$ cat config.mk
export PLATFORM = sky130hd
export DESIGN_NAME = command_line_matcher_unit
export DESIGN_NICKNAME = d
export VERILOG_FILES = /design/src/hdl/clm_pkg.sv /design/src/hdl/command_line_matcher_unit.sv
export VERILOG_INCLUDE_DIRS = /design/src /design/src/hdl
export SDC_FILE = /design/constraint.sdc
export NUM_CORES = 1
export LEC_CHECK = 0
export BUFFER_PORTS_ARGS = -buffer_cell sky130_fd_sc_hd__buf_2
export CAP_MARGIN = 20
export CORE_MARGIN = 3
export CORE_UTILIZATION = 46
export DETAILED_ROUTE_END_ITERATION = 8
export PLACE_DENSITY = 0.65
export REMOVE_ABC_BUFFERS = 1
export SYNTH_ARGS = -nofsm -noshare
export SYNTH_HDL_FRONTEND = slang
export SYNTH_SLANG_ARGS = --single-unit
$ cat constraint.sdc
create_clock -name i_clk -period 3.52 [get_ports i_clk]
set_clock_uncertainty 0.05 [all_clocks]
set_input_delay 0.352 -clock i_clk [delete_from_list [all_inputs] [get_ports i_clk]]
set_output_delay 0.352 -clock i_clk [all_outputs]
set_load 0.02 [all_outputs]
$ cat src/hdl/command_line_matcher_unit_macros.svh
// ---------------------------------------------------------------------------
// Command line matcher assertion macros
// Concurrent checks clocked on i_clk and disabled while i_rst_n is low.
// ---------------------------------------------------------------------------
`ifndef COMMAND_LINE_MATCHER_UNIT_MACROS_SVH
`define COMMAND_LINE_MATCHER_UNIT_MACROS_SVH

// The consequent must hold in the same cycle as the antecedent.
`define CLM_ASSERT_SAME(label, ante, cons) \
    label: assert property (@(posedge i_clk) disable iff (!i_rst_n) (ante) |-> (cons)) \
        else $error("command line matcher check failed");

// The consequent must hold in the cycle after the antecedent.
`define CLM_ASSERT_NEXT(label, ante, cons) \
    label: assert property (@(posedge i_clk) disable iff (!i_rst_n) (ante) |=> (cons)) \
        else $error("command line matcher check failed");

`endif

$ cat src/hdl/clm_pkg.sv
// ---------------------------------------------------------------------------
// Command line matcher package
// Command words, event codes, character codes and number parse phases.
// ---------------------------------------------------------------------------
`default_nettype none

package clm_pkg;

    localparam int unsigned LINE_BUFFER_SIZE_DEF = 128;
    localparam int unsigned NUM_WORDS            = 10;
    localparam int unsigned WORD_MAX_LEN         = 24;
    localparam int unsigned WORD_BITS            = WORD_MAX_LEN * 8;
    localparam int unsigned FREQ_WORD            = 2;
    localparam logic [31:0] FREQ_RESET           = 32'd10_000_000;

    typedef enum logic [3:0] {
        CMD_RESET    = 4'd0,
        CMD_APP      = 4'd1,
        CMD_FREQ     = 4'd2,
        CMD_RISE     = 4'd3,
        CMD_FALL     = 4'd4,
        CMD_RUN      = 4'd5,
        CMD_READY    = 4'd6,
        CMD_RECEIVED = 4'd7,
        CMD_CONTINUE = 4'd8,
        CMD_STOP     = 4'd9,
        CMD_UNKNOWN  = 4'd10
    } t_event_code;

    typedef enum logic [2:0] {
        PH_TOKEN  = 3'd0,
        PH_BLANKS = 3'd1,
        PH_SIGN   = 3'd2,
        PH_DIGITS = 3'd3,
        PH_DONE   = 3'd4,
        PH_OVER   = 3'd5
    } t_num_phase;

    localparam logic [7:0] CH_NUL   = 8'h00;
    localparam logic [7:0] CH_TAB   = 8'h09;
    localparam logic [7:0] CH_LF    = 8'h0A;
    localparam logic [7:0] CH_VT    = 8'h0B;
    localparam logic [7:0] CH_FF    = 8'h0C;
    localparam logic [7:0] CH_CR    = 8'h0D;
    localparam logic [7:0] CH_SPACE = 8'h20;
    localparam logic [7:0] CH_PLUS  = 8'h2B;
    localparam logic [7:0] CH_MINUS = 8'h2D;
    localparam logic [7:0] CH_ZERO  = 8'h30;
    localparam logic [7:0] CH_NINE  = 8'h39;

    localparam logic [WORD_BITS-1:0] WORD_TEXT [NUM_WORDS] = '{
        WORD_BITS'("RESET"),
        WORD_BITS'("APP"),
        WORD_BITS'({"CONFIGURE_", "FREQ"}),
        WORD_BITS'({"CONFIGURE_", "TRIG_RISE_EDGE"}),
        WORD_BITS'({"CONFIGURE_", "TRIG_FALL_EDGE"}),
        WORD_BITS'({"RUN_", "START"}),
        WORD_BITS'({"READY_", "FOR_DATA"}),
        WORD_BITS'("RECEIVED"),
        WORD_BITS'("CONTINUE"),
        WORD_BITS'("STOP")
    };

    localparam int unsigned WORD_LEN [NUM_WORDS] = '{5, 3, 14, 24, 24, 9, 14, 8, 8, 4};

    // Strings are right-justified, so the first character sits in the top used byte.
    function automatic logic [7:0] word_char(input int unsigned idx, input logic [4:0] pos);
        int unsigned sh;
        logic [7:0]  ch;
        ch = 8'h00;
        if (32'(pos) < WORD_LEN[idx]) begin
            sh = 8 * (WORD_LEN[idx] - 1 - 32'(pos));
            ch = 8'(WORD_TEXT[idx] >> sh);
        end
        return ch;
    endfunction

    function automatic logic is_blank(input logic [7:0] c);
        return c inside {CH_SPACE, CH_TAB, CH_VT, CH_FF};
    endfunction

    function automatic logic is_digit(input logic [7:0] c);
        return c inside {[CH_ZERO:CH_NINE]};
    endfunction

endpackage

`default_nettype wire

$ cat src/hdl/command_line_matcher_unit.sv
// A result is registered once its terminating byte leaves the input register.
// Throughput: one byte per cycle; the match and digit update for a byte is one
// register-to-register step between the input register and the result register.
// A stalled result blocks the input only once the input register is also full.
// Synchronous active-low reset empties the line and sets the frequency to 10000000.
// ---------------------------------------------------------------------------
// Command line matcher unit
// Assembles received bytes into lines, decodes the command word and parses
// the sampling frequency argument.
// ---------------------------------------------------------------------------
`default_nettype none

`include "command_line_matcher_unit_macros.svh"

module command_line_matcher_unit #(
    parameter int unsigned LINE_BUFFER_SIZE = clm_pkg::LINE_BUFFER_SIZE_DEF
) (
    input  wire logic        i_clk,
    input  wire logic        i_rst_n,
    input  wire logic        i_rx_valid,
    output logic             o_rx_ready,
    input  wire logic [7:0]  i_rx_byte,
    output logic             o_ev_valid,
    input  wire logic        i_ev_ready,
    output logic [3:0]       o_event_code,
    output logic [31:0]      o_frequency,
    output logic             o_frequency_updated
);

    localparam int unsigned POS_W   = $clog2(LINE_BUFFER_SIZE);
    localparam int unsigned N_WORDS = clm_pkg::NUM_WORDS;
    localparam logic [POS_W-1:0] POS_LAST = POS_W'(LINE_BUFFER_SIZE - 1);
    localparam logic [N_WORDS-1:0] ALL_ALIVE = '1;

    logic                  r_in_valid;
    logic [7:0]            r_in_byte;

    logic [POS_W-1:0]      r_line_pos,   n_line_pos;
    logic [N_WORDS-1:0]    r_alive,      n_alive;
    logic                  r_nul_seen,   n_nul_seen;
    clm_pkg::t_num_phase   r_phase,      n_phase;
    logic                  r_neg,        n_neg;
    logic                  r_digit_seen, n_digit_seen;
    logic [31:0]           r_acc,        n_acc;
    logic [31:0]           r_freq,       n_freq;

    logic                  r_out_valid;
    clm_pkg::t_event_code  r_out_code,   n_out_code;
    logic                  r_out_upd,    n_out_upd;

    logic                  advance;
    logic                  is_term;
    logic                  emit;
    logic                  line_full;
    logic                  run_text;
    logic [N_WORDS-1:0]    close_mask;
    logic [N_WORDS-1:0]    char_mask;
    logic [N_WORDS-1:0]    final_alive;
    clm_pkg::t_event_code  found_code;
    clm_pkg::t_num_phase   step_phase;
    logic                  step_neg;
    logic                  step_digit_seen;
    logic [31:0]           step_acc;
    logic [35:0]           acc_x10;

    assign advance    = r_in_valid && (!r_out_valid || i_ev_ready);
    assign o_rx_ready = !r_in_valid || advance;

    assign is_term   = (r_in_byte == clm_pkg::CH_LF) || (r_in_byte == clm_pkg::CH_CR);
    assign emit      = advance && is_term && (r_line_pos != '0);
    assign line_full = (r_line_pos >= POS_LAST);
    assign run_text  = !r_nul_seen && (r_in_byte != clm_pkg::CH_NUL);

    always_comb begin
        for (int i = 0; i < N_WORDS; i++) begin
            if (i == clm_pkg::FREQ_WORD) begin
                close_mask[i] = (32'(r_line_pos) >= clm_pkg::WORD_LEN[i]);
            end else begin
                close_mask[i] = (32'(r_line_pos) == clm_pkg::WORD_LEN[i]);
            end
            if (32'(r_line_pos) < clm_pkg::WORD_LEN[i]) begin
                char_mask[i] = (clm_pkg::word_char(i, r_line_pos[4:0]) == r_in_byte);
            end else begin
                char_mask[i] = (i == clm_pkg::FREQ_WORD);
            end
        end
    end

    always_comb begin
        final_alive = r_nul_seen ? r_alive : (r_alive & close_mask);
        found_code  = clm_pkg::CMD_UNKNOWN;
        for (int i = N_WORDS - 1; i >= 0; i--) begin
            if (final_alive[i]) begin
                found_code = clm_pkg::t_event_code'(4'(i));
            end
        end
    end

    // Number parse phase, next state for one text character.
    always_comb begin
        step_phase = r_phase;
        case (r_phase)
            clm_pkg::PH_TOKEN: begin
                if (clm_pkg::is_blank(r_in_byte)) begin
                    step_phase = clm_pkg::PH_BLANKS;
                end
            end
            clm_pkg::PH_BLANKS: begin
                if (clm_pkg::is_blank(r_in_byte)) begin
                    step_phase = clm_pkg::PH_BLANKS;
                end else if (r_in_byte inside {clm_pkg::CH_PLUS, clm_pkg::CH_MINUS}) begin
                    step_phase = clm_pkg::PH_SIGN;
                end else if (clm_pkg::is_digit(r_in_byte)) begin
                    step_phase = clm_pkg::PH_DIGITS;
                end else begin
                    step_phase = clm_pkg::PH_DONE;
                end
            end
            clm_pkg::PH_SIGN: begin
                step_phase = clm_pkg::is_digit(r_in_byte) ? clm_pkg::PH_DIGITS
                                                          : clm_pkg::PH_DONE;
            end
            clm_pkg::PH_DIGITS: begin
                if (!clm_pkg::is_digit(r_in_byte)) begin
                    step_phase = clm_pkg::PH_DONE;
                end else if (acc_x10[35:32] != '0) begin
                    step_phase = clm_pkg::PH_OVER;
                end
            end
            default: begin
                step_phase = r_phase;
            end
        endcase
    end

    assign acc_x10 = {1'b0, r_acc, 3'b000} + {3'b000, r_acc, 1'b0} + {32'd0, r_in_byte[3:0]};

    // Number parse datapath for one text character.
    always_comb begin
        step_neg        = r_neg;
        step_digit_seen = r_digit_seen;
        step_acc        = r_acc;
        case (r_phase)
            clm_pkg::PH_BLANKS, clm_pkg::PH_SIGN: begin
                if (r_phase == clm_pkg::PH_BLANKS &&
                    (r_in_byte == clm_pkg::CH_PLUS || r_in_byte == clm_pkg::CH_MINUS)) begin
                    step_neg = (r_in_byte == clm_pkg::CH_MINUS);
                end else if (clm_pkg::is_digit(r_in_byte)) begin
                    step_acc        = {28'd0, r_in_byte[3:0]};
                    step_digit_seen = 1'b1;
                end
            end
            clm_pkg::PH_DIGITS: begin
                if (clm_pkg::is_digit(r_in_byte)) begin
                    step_acc = (acc_x10[35:32] != '0) ? '1 : acc_x10[31:0];
                end
            end
            default: begin
                step_acc = r_acc;
            end
        endcase
    end

    always_comb begin
        n_line_pos   = r_line_pos;
        n_alive      = r_alive;
        n_nul_seen   = r_nul_seen;
        n_phase      = r_phase;
        n_neg        = r_neg;
        n_digit_seen = r_digit_seen;
        n_acc        = r_acc;
        n_freq       = r_freq;
        n_out_code   = found_code;
        n_out_upd    = 1'b0;
        if (advance) begin
            if (is_term || line_full) begin
                if (emit && found_code == clm_pkg::CMD_FREQ && r_digit_seen) begin
                    n_freq    = (r_phase != clm_pkg::PH_OVER && r_neg) ? (32'd0 - r_acc)
                                                                       : r_acc;
                    n_out_upd = 1'b1;
                end
                if (!is_term || r_line_pos != '0) begin
                    n_line_pos   = '0;
                    n_alive      = ALL_ALIVE;
                    n_nul_seen   = 1'b0;
                    n_phase      = clm_pkg::PH_TOKEN;
                    n_neg        = 1'b0;
                    n_digit_seen = 1'b0;
                    n_acc        = '0;
                end
            end else begin
                n_line_pos = r_line_pos + 1'b1;
                if (!r_nul_seen && r_in_byte == clm_pkg::CH_NUL) begin
                    n_alive    = r_alive & close_mask;
                    n_nul_seen = 1'b1;
                end else if (run_text) begin
                    n_alive      = r_alive & char_mask;
                    n_phase      = step_phase;
                    n_neg        = step_neg;
                    n_digit_seen = step_digit_seen;
                    n_acc        = step_acc;
                end
            end
        end
    end

    always_ff @(posedge i_clk) begin
        if (!i_rst_n) begin
            r_in_valid   <= 1'b0;
            r_out_valid  <= 1'b0;
            r_line_pos   <= '0;
            r_alive      <= ALL_ALIVE;
            r_nul_seen   <= 1'b0;
            r_phase      <= clm_pkg::PH_TOKEN;
            r_neg        <= 1'b0;
            r_digit_seen <= 1'b0;
            r_acc        <= '0;
            r_freq       <= clm_pkg::FREQ_RESET;
        end else begin
            if (o_rx_ready) begin
                r_in_valid <= i_rx_valid;
            end
            if (emit) begin
                r_out_valid <= 1'b1;
            end else if (i_ev_ready) begin
                r_out_valid <= 1'b0;
            end
            r_line_pos   <= n_line_pos;
            r_alive      <= n_alive;
            r_nul_seen   <= n_nul_seen;
            r_phase      <= n_phase;
            r_neg        <= n_neg;
            r_digit_seen <= n_digit_seen;
            r_acc        <= n_acc;
            r_freq       <= n_freq;
        end
    end

    always_ff @(posedge i_clk) begin
        if (o_rx_ready && i_rx_valid) begin
            r_in_byte <= i_rx_byte;
        end
        if (emit) begin
            r_out_code <= n_out_code;
            r_out_upd  <= n_out_upd;
        end
    end

    assign o_ev_valid          = r_out_valid;
    assign o_event_code        = r_out_code;
    assign o_frequency         = r_freq;
    assign o_frequency_updated = r_out_upd;

    `CLM_ASSERT_SAME(a_upd_only_freq, o_ev_valid && r_out_upd, o_event_code == clm_pkg::CMD_FREQ)
    `CLM_ASSERT_SAME(a_pos_in_range, 1'b1, r_line_pos <= POS_LAST)
    `CLM_ASSERT_SAME(a_nul_needs_text, r_nul_seen, r_line_pos != '0)
    `CLM_ASSERT_NEXT(a_term_gives_result, emit, o_ev_valid && r_line_pos == '0)

endmodule

`default_nettype wire

# After elaboration in Yosys (flattened, before gate mapping)
# Cells that the tools add are included.
op_classes:
  n_lt_le_gt_ge: 18
  bitwise_logic: 2
  n_eq_ne: 38
  n_shift: 10
  n_addsub: 11
  reduce_logical: 47
  muxes: 85
op_table:
  columns: ["op", "count"]
  rows:
  - ["191-bit by 32-bit >> shifter with 8-bit output (first input constant)", 2]
  - ["32-bit 2-to-1 mux", 9]
  - ["111-bit by 32-bit >> shifter with 8-bit output (first input constant)", 2]
  - ["8-bit 2-to-1 mux", 20]
  - ["63-bit by 32-bit >> shifter with 8-bit output (first input constant)", 2]
  - ["8-bit equality test", 10]
  - ["71-bit by 32-bit >> shifter with 8-bit output (first input constant)", 1]
  - ["32-bit one-hot mux with 2 select lines", 1]
  - ["10-bit 2-to-1 mux", 5]
  - ["8-bit by 4-bit equality test with 1-bit output (second input constant)", 5]
  - ["39-bit by 32-bit >> shifter with 8-bit output (first input constant)", 1]
  - ["35-bit by 33-bit adder with 36-bit output", 1]
  - ["36-bit by 4-bit adder with 36-bit output", 1]
  - ["4-bit 2-to-1 mux", 9]
  - ["23-bit by 32-bit >> shifter with 8-bit output (first input constant)", 1]
  - ["31-bit by 32-bit >> shifter with 8-bit output (first input constant)", 1]
  - ["1-bit by 32-bit subtractor with 32-bit output (first input constant)", 1]
  - ["3-bit 2-to-1 mux", 10]
  - ["1-bit 2-to-1 mux", 27]
  - ["8-bit by 6-bit equality test with 1-bit output (second input constant)", 3]
  - ["7-bit by 4-bit equality test with 1-bit output (second input constant)", 3]
  - ["7-bit by 4-bit less-than comparator with 1-bit output (second input constant)", 3]
  - ["10-bit AND", 2]
  - ["5-bit by 4-bit less-than comparator with 1-bit output (second input constant)", 3]
  - ["other kinds (45)", 88]
totals:
  inputBits: 12
  regBits: 102

# Logic depth before layout (Yosys ltp)
# Gate-level depths: netlist (run 1).
depth:
  word_depth: 17
  mapped_depth: 15
  ltp_nobuf: 14

# Worst setup path before layout (run 1)
# OpenSTA, ideal clock, no wires.
synth_timing:
  path_kind: "reg-to-reg"
  from: "register r_in_byte[3]"
  to: "register r_acc[22]"
  setup_time_ps: 122
  slack_ps: -166
  t_required_ps: 3348
  path_stages_with_launch: 15
  synth_period_minus_slack_ps: 3686
  t_arrival_ps: 3514
  path_cell_list: "edfxtp_1 -> fa_1 -> inv_1 -> fa_1 -> nand2b_1 -> a21oi_1 -> o31a_1 -> a211o_1 -> a21oi_2 -> o31ai_1 -> mux2i_1 -> nand3_2 -> buf_6 -> and2_1 -> a221o_1"
synth_between:
  elab_chain_len: 8
synth_lines:
  columns: ["item", "line", "rtl"]
  rows:
  - ["start: declaration", "command_line_matcher_unit.sv:36", "logic [7:0] r_in_byte;"]
  - ["start signal: assignment", "command_line_matcher_unit.sv:241", "r_in_byte <= i_rx_byte;"]
  - ["36-bit by 4-bit adder with 36-bit output", "command_line_matcher_unit.sv:136", "assign acc_x10 = {1'b0, r_acc, 3'b000} + {3'b000, r_acc, 1'b0} + {32'd0, r_in_byte[3:0]};"]
  - ["4-bit nonzero test", "command_line_matcher_unit.sv:155", "step_acc = (acc_x10[35:32] != '0) ? '1 : acc_x10[31:0];"]
  - ["32-bit 2-to-1 mux", "command_line_matcher_unit.sv:155", null]
  - ["32-bit 2-to-1 mux", "command_line_matcher_unit.sv:154", "if (clm_pkg::is_digit(r_in_byte)) begin"]
  - ["32-bit one-hot mux with 2 select lines", "command_line_matcher_unit.sv:143", "case (r_phase)"]
  - ["32-bit 2-to-1 mux", "command_line_matcher_unit.sv:196", "end else if (run_text) begin"]
  - ["32-bit 2-to-1 mux", "command_line_matcher_unit.sv:193", "if (!r_nul_seen && r_in_byte == clm_pkg::CH_NUL) begin"]
  - ["32-bit 2-to-1 mux", "command_line_matcher_unit.sv:176", "if (is_term || line_full) begin"]
  - ["end signal: assignment", "command_line_matcher_unit.sv:234", "r_acc <= n_acc;"]
  - ["end: declaration", "command_line_matcher_unit.sv:44", "logic [31:0] r_acc, n_acc;"]
# Parallel ways exist; a longest one is shown, timed or not. The select of a mux whose other input is x is not followed.
# A chain may end at the register's enable or synchronous reset.

# Worst setup path in the final report (run 1)
layout_timing:
  from: "register r_in_byte[3]"
  to: "register r_acc[23]"
# The elaborated chain is that of the path after synthesis.

==> summary.txt, run 1 <==
Status
  – Status: finished with violations
  – Failing checks: setup timing

Power
  – Leakage: roughly 4.7 nW
  – NetSw: between 0.7 and 0.8 mW
  – Comb pwr share: 13.6%
  – Int Power: approximately 1.8 mW
  – Clk network pwr share: 38.7%
  – Max VDD drop: 0.000241 V
  – Pwr/cell area: roughly 240 nW/um^2
  – Switching Share: ~28%
  – Reg power frac: roughly 48%

Run
  – Max-cap violation count: 0

Synth
  – Mapped Cells: 1228
  – Synth Cell Area: roughly 9000 sq um
  – Sequential-to-total area share from yosys stat: about a quarter
  – Main flop type after synthesis: dfxtp_1
  – Ys Warns: 0
  – Area contributors post-synth: dfxtp_1, ha_1, a21oi_1, nand2_1, xnor2_1
  – Synth top area share: 19.7%
  – Most numerous cell in the Yosys netlist: nand2_1
  – Post-synth EDFFs: 13
  – Syn_area_per_cell: 7.37 sq um
  – Post-synth ARST share: 0%
  – List of most frequent post-synthesis cells: nand2_1, a21oi_1, nor2_1
  – #FFs+latches synth: between 100 and 150
  – Synth cell types: 78
  – Leading area contributor after synthesis: dfxtp_1

Clock network
  – Num CTS Buffers: 9
  – # clock sinks: about 100
  – CTS tree: built
  – CTS max path bufs: 2
  – Clock slew at reported path FFs: roughly 80 ps
  – H-tree depth: 3
  – Worst skew pair latency: roughly 370 ps
  – Root Buffer: clkbuf_16

STA
  – Slew at the pin closest to its max-slew limit: 1130 ps
  – Final Max Tran Viols: 0
  – FMAX: 0.267 GHz
  – Final Critical Period: about 3700 ps
  – Final worst slack: -227 ps
  – Final setup violation count: 35
  – Hold Violations, Final: 0
  – RSZ-0062 raised after global routing: yes
  – Final period utilization: 106%
  – Slew headroom: 24.2%

Min path
  – HP Class: in2reg

Global route
  – Largest net degree at the start of global routing: 46
  – Initial antenna violation count: 0
  – Total grt overflow: 0
  – Number of global-route vias before repair: between 8k and 9k
  – First-pass GRT wire length: around 46 mm
  – GRT Overall Usage: approximately 26%

Floorplan
  – Core box area: approximately 19000 sq um
  – Die area: roughly 21000 sq um
  – I/O pin count: 51
  – Initial Utilization: 47.6%
  – Rows: 50
  – Die Ht: 146 um
  – Die Width: 146 um

Routing
  – DR iter-0 viols: between 500 and 600
  – DR WL/cell: ~17 um
  – Vias/cell: 5.88
  – DR DRC count: 0
  – Antenna violation net count after detailed routing: 0
  – Routed WL: approximately 28 mm
  – DRT Pass-1 Iters: 5
  – Vias: around 9.4k

Worst setup path
  – CP Data Required Time: between 3000 and 4000 ps
  – Crit path max fanout: 8
  – Crit. End Element: flip-flop
  – Setup Crit Path Kind: reg2reg
  – Arrival @ worst endpoint: slightly below 4000 ps
  – Startpoint Class: flip-flop

Placement
  – GPL Wtd Cong: 0.942
  – Port Buffers: 50
  – Area after DPL: about 10000 sq um
  – HPWL after DPL: between 20 and 25 mm
  – Setup Slack @ Placement: -540 ps

Final layout
  – Ant. Diodes: 0
  – Design area: around 11000 sq um
  – Share of cells above drive strength 1: a little under a fifth
  – Layout area overhead: 18.5%
  – Final #Nets: 1423
[cell families after synthesis]
group                    share of synthesized area, %
multiplexers                                    0.580
buffers and inverters                            4.52
AND/OR/NAND/NOR                                  22.7
flip-flops                                       24.0
AO/OA/AOI/OAI                                    26.9
XOR/XNOR                                         9.38
adder cells (fa/ha/maj)                          11.9
[path summary, 6_finish.rpt]
kind	from	endpoint	slack (ps)	cells after the start
setup / recovery	r_in_byte[3]	r_acc[23]	-230	15
hold / removal	i_rx_byte[0]	r_in_byte[0]	110	1
setup reg to reg	r_in_byte[3]	r_acc[23]	-230	15
hold reg to reg	r_alive[3]	r_alive[3]	410	1
[state kept, by name (all words and copies together) (netlist names)]
signal	flops
o_ev_valid	1
o_event_code	4
o_frequency	32
o_frequency_updated	1
r_acc	32
r_alive	10
r_digit_seen	1
r_in_byte	8
r_in_valid	1
r_line_pos	7
r_neg	1
r_nul_seen	1
r_phase	3
[worst max-delay path, stage by stage, from the launching register on]
cell and delay, ps:
edfxtp_1 410, fa_1 520, inv_2 80, fa_2 190, nand2b_4 130, a21oi_2 80
o31a_1 280, a211o_1 320, a311o_1 420, buf_6 140, a311oi_4 280, nand3_4 240
buf_6 200, buf_4 120, o21ai_2 120, nand2_1 60
[metal layers]
layer	global-route usage, %	routed length, um	up-vias
met1	34.5	12900	4419
li1	-	-	4663
met3	4.22	1240	47
met2	42.6	12700	233
met4	7.67	673	0
met5	0	0	-
[cell type report]
type | instances | area (sq um)
Inverter | 30 | 113
Clock inverter | 6 | 50.0
Tap cell | 260 | 325
Fill cell | 1838 | 8290
Clock buffer | 10 | 229
Multi-Input combinational cell | 1021 | 6700
Sequential cell | 102 | 2170
Timing Repair Buffer | 162 | 1150
[metrics by stage]
step           power, mW  setup TNS [ps]  hold slack, ps  util (%)  cells
2_1_floorplan       1.47          -29380             370         -   1153
3_5_place_dp        1.57          -15000             391      53.2   1566
6_report            2.54           -5440             111      56.4   1591
4_1_cts             2.56           -4660            98.3      56.0   1589
5_1_grt             2.65          -10210            99.3      56.4   1591
3_3_place_gp        1.57           -9730             378      53.2   1566
[layout by cell type (no fill, tap or decap), drive strengths merged, types with 11 or more instances in the layout]
master	n
buf	162
nand2	151
a21oi	118
o21ai	116
nor2	111
dfxtp	89
ha	83
xnor2	59
xor2	38
nand3	37
nor3	35
inv	34
a211oi	27
a21o	21
a31oi	18
nand4	17
o211ai	17
nor4	16
nand2b	14
edfxtp	13
and3	11
or3	11
[power by group through the flow]
| stage | Clock [mW] | Sequential, mW | Combinational, mW |
|---|---|---|---|
| after floorplan | 0 | 1.26 | 0.204 |
| after global placement | 0 | 1.24 | 0.331 |
| after detailed placement | 0 | 1.24 | 0.334 |
| after CTS | 1.01 | 1.21 | 0.338 |
| after global routing | 1.05 | 1.22 | 0.380 |
| final | 0.982 | 1.21 | 0.345 |
[repair_timing]
item                                    4_1_cts  5_1_grt
hold buffers                                  0        0
endpoints found under the setup margin       35       35
pin swaps                                    47        5
cloned                                        1        0
setup buffers                                 6        2
gates resized for setup                      61       16
No activity file was read; power rests on OpenSTA's default activity.
==> inputs of run 2 (changes only) <==
--- a/config.mk
+++ b/config.mk
@@ -12,7 +12,6 @@
 export CORE_UTILIZATION = 46
 export DETAILED_ROUTE_END_ITERATION = 8
 export PLACE_DENSITY = 0.65
-export REMOVE_ABC_BUFFERS = 1
 export SYNTH_ARGS = -nofsm -noshare
 export SYNTH_HDL_FRONTEND = slang
 export SYNTH_SLANG_ARGS = --single-unit
==> run 2 against run 1 <==
  * The run still ends with setup timing left
  * Die area is the same
  * Utilization increased by 0.27 points
  * Design area up 0.48%
  * Hold slack improved by 12 ps
  * Clock-buffer cell count stayed put
  * Combinational power grew 1%
  * Non-clock buffer count is 2 lower
  * Setup slack improved by 150 ps
  * Critical path type unchanged
  * Highest routed layer is now met5
==> summary.txt, run 2 (synthesized netlist as in run 1, its figures left out) <==
Floorplan
  – Core box area: approximately 19000 sq um
  – I/O pin count: 51
  – Initial Utilization: approximately 48%
  – Rows: 50
  – Die area: ~21000 sq um
  – Die Ht: roughly 150 um
  – Die Width: about 150 um

Clock network
  – # hold bufs at CTS: 0
  – Clock slew at reported path FFs: around 70 ps
  – Num CTS Buffers: 9
  – Root Buffer: clkbuf_16
  – Worst skew pair latency: ~360 ps
  – H-tree depth: 3
  – # clock sinks: about 100
  – CTS tree: built
  – CTS max path bufs: 2

Final layout
  – Most frequent cells in the layout: nand2_1, nor2_1, a21oi_1
  – Final #Nets: around 1.4k
  – Layout area overhead: 19.1%
  – Share of cells above drive strength 1: 19.0%
  – Design area: roughly 11000 sq um
  – Filler cell count: 1896
  – Ant. Diodes: 0
  – Final Core Density: a little under three fifths
  – Most common library cell in the layout ignoring fill and taps: nand2_1

Power
  – Total Power: roughly 2.6 mW
  – Pwr/cell area: 244 nW/um^2
  – Int Power: roughly 1.9 mW
  – Leakage: 4.74 nW
  – Max VDD drop: between 0.00015 and 0.0002 V
  – NetSw: 0.717 mW
  – Reg power frac: 46.1%
  – Comb pwr share: 13.3%
  – Switching Share: a little over a quarter
  – Clk network pwr share: between 40% and 50%

Worst setup path
  – Startpoint Class: flip-flop
  – Max incr delay on CP: 540 ps
  – Crit path max fanout: 8
  – Setup Crit Path Kind: reg2reg
  – CP Data Required Time: ~3700 ps
  – Slowest cell on the critical path: fa_1
  – CP most frequent cell: a21oi_4
  – Crit. End Element: flip-flop
  – R2R setup slack: -80 ps
  – Crit path cell chain: fa_1 -> inv_2 -> fa_2 -> nand2b_4 -> a21oi_4 -> o31a_1 -> a211o_1 -> buf_6 -> a21oi_4 -> o31ai_4 -> mux2i_2 -> buf_4 -> nand3_4 -> and2_4 -> a221o_1
  – Buffer and inverter count on the worst path: 3
  – Arrival @ worst endpoint: between 3000 and 4000 ps
  – Top delay family on crit path: compound AO/OA/AOI/OAI gates

STA
  – Slew at the pin closest to its max-slew limit: around 950 ps
  – Final Max Tran Viols: 0
  – Hold Violations, Final: 0
  – Final worst slack: -81.6 ps
  – Final setup violation count: 20
  – FMAX: between 0.2 and 0.3 GHz
  – Final period utilization: 102%
  – RSZ-0062 raised after global routing: yes
  – Slew headroom: 36.1%
  – Final Critical Period: around 3600 ps
  – Final hold slack: 123 ps

Global route
  – Largest net degree at the start of global routing: 35
  – First-pass GRT wire length: approximately 46 mm
  – Number of global-route vias before repair: ~9k
  – GRT Overall Usage: between 20% and 30%
  – Initial antenna violation count: 1
  – Total grt overflow: 0

Placement
  – Port Buffers: 50
  – HPWL after DPL: 21.5 mm
  – Setup Slack @ Placement: -225 ps
  – Area after DPL: around 10000 sq um
  – GPL Wtd Cong: just under 1

Status
  – Status: finished with violations
  – Failing checks: setup timing

Routing
  – Vias: ~9.3k
  – DR WL/cell: 17.7 um
  – Antenna violation net count after detailed routing: 0
  – Vias/cell: 5.84
  – DR iter-0 viols: 745
  – DR DRC count: 0
  – DRT Pass-1 Iters: 5
  – Routed WL: 28.1 mm

Min path
  – HP Class: in2reg

Run
  – Max-cap violation count: 0

Synth
  – Net Count, Synth: approximately 1.3k
## run 2: changes by cell type in the layout (fill, tap and decap cells not counted), moves of 2 or more
cell      previous run  this run
o21ai_2             21        26
buf_6                4         8
buf_4              105       102
nor3_2               2         5
o21ai_4              3         0
a211oi_1            27        25
a211oi_2             0         2
a21oi_2              7         5
a21oi_4              1         3
inv_6                3         1
nor3_1              31        29
o21ai_1              8         6
## run 2: per-layer routing
metal  part of all wire, %  wire (um)  track usage [%]  vias up
li1                      -          -                -     4661
met1                    44      12500             33.4     4336
met2                    48      13600             43.3      219
met3                   3.5        995             2.14       58
met4                   3.5        986             10.9        2
met5                 0.046         13                0        -
## run 2: power groups by stage
stage	Combinational, mW	Sequential (mW)	Clock, mW
after floorplan	0.251	1.23	0
after global placement	0.335	1.24	0
after detailed placement	0.338	1.24	0
after CTS	0.342	1.21	1.08
after global routing	0.385	1.22	1.12
final	0.350	1.21	1.07
## run 2: final timing paths
path | start | to | depth (start not counted)
setup / recovery | r_in_byte[3] | r_acc[22] | 15
hold / removal | i_rx_byte[1] | r_in_byte[1] | 1
setup reg to reg | r_in_byte[3] | r_acc[22] | 15
hold reg to reg | r_alive[8] | r_alive[8] | 2
## run 2: what timing repair did
item | in CTS | in global routing
cloned | 2 | 0
pin swaps | 62 | 13
setup endpoints to repair | 34 | 35
gates resized for setup | 57 | 29
setup buffers | 7 | 6
endpoints found under the hold margin | 0 | 0
## run 2: layout make-up
type                    count  area, sq um  area share (%)
inverters                  30          113            1.04
well taps                 260          325            3.02
multi-input cells        1021         6750            62.6
repair buffers            160         1110            10.3
flip-flops and latches    102         2170            20.2
clock inverters             6         80.1           0.743
clock buffers              10          239            2.22
## run 2: through the flow
| stage | TNS [ps] | cells |
|---|---|---|
| 3_3_place_gp | -1870 | 1559 |
| 4_1_cts | -2800 | 1584 |
| 5_1_grt | -5820 | 1589 |
| 2_1_floorplan | 0 | 1228 |
| 3_5_place_dp | -4870 | 1559 |
| 6_report | -747 | 1589 |
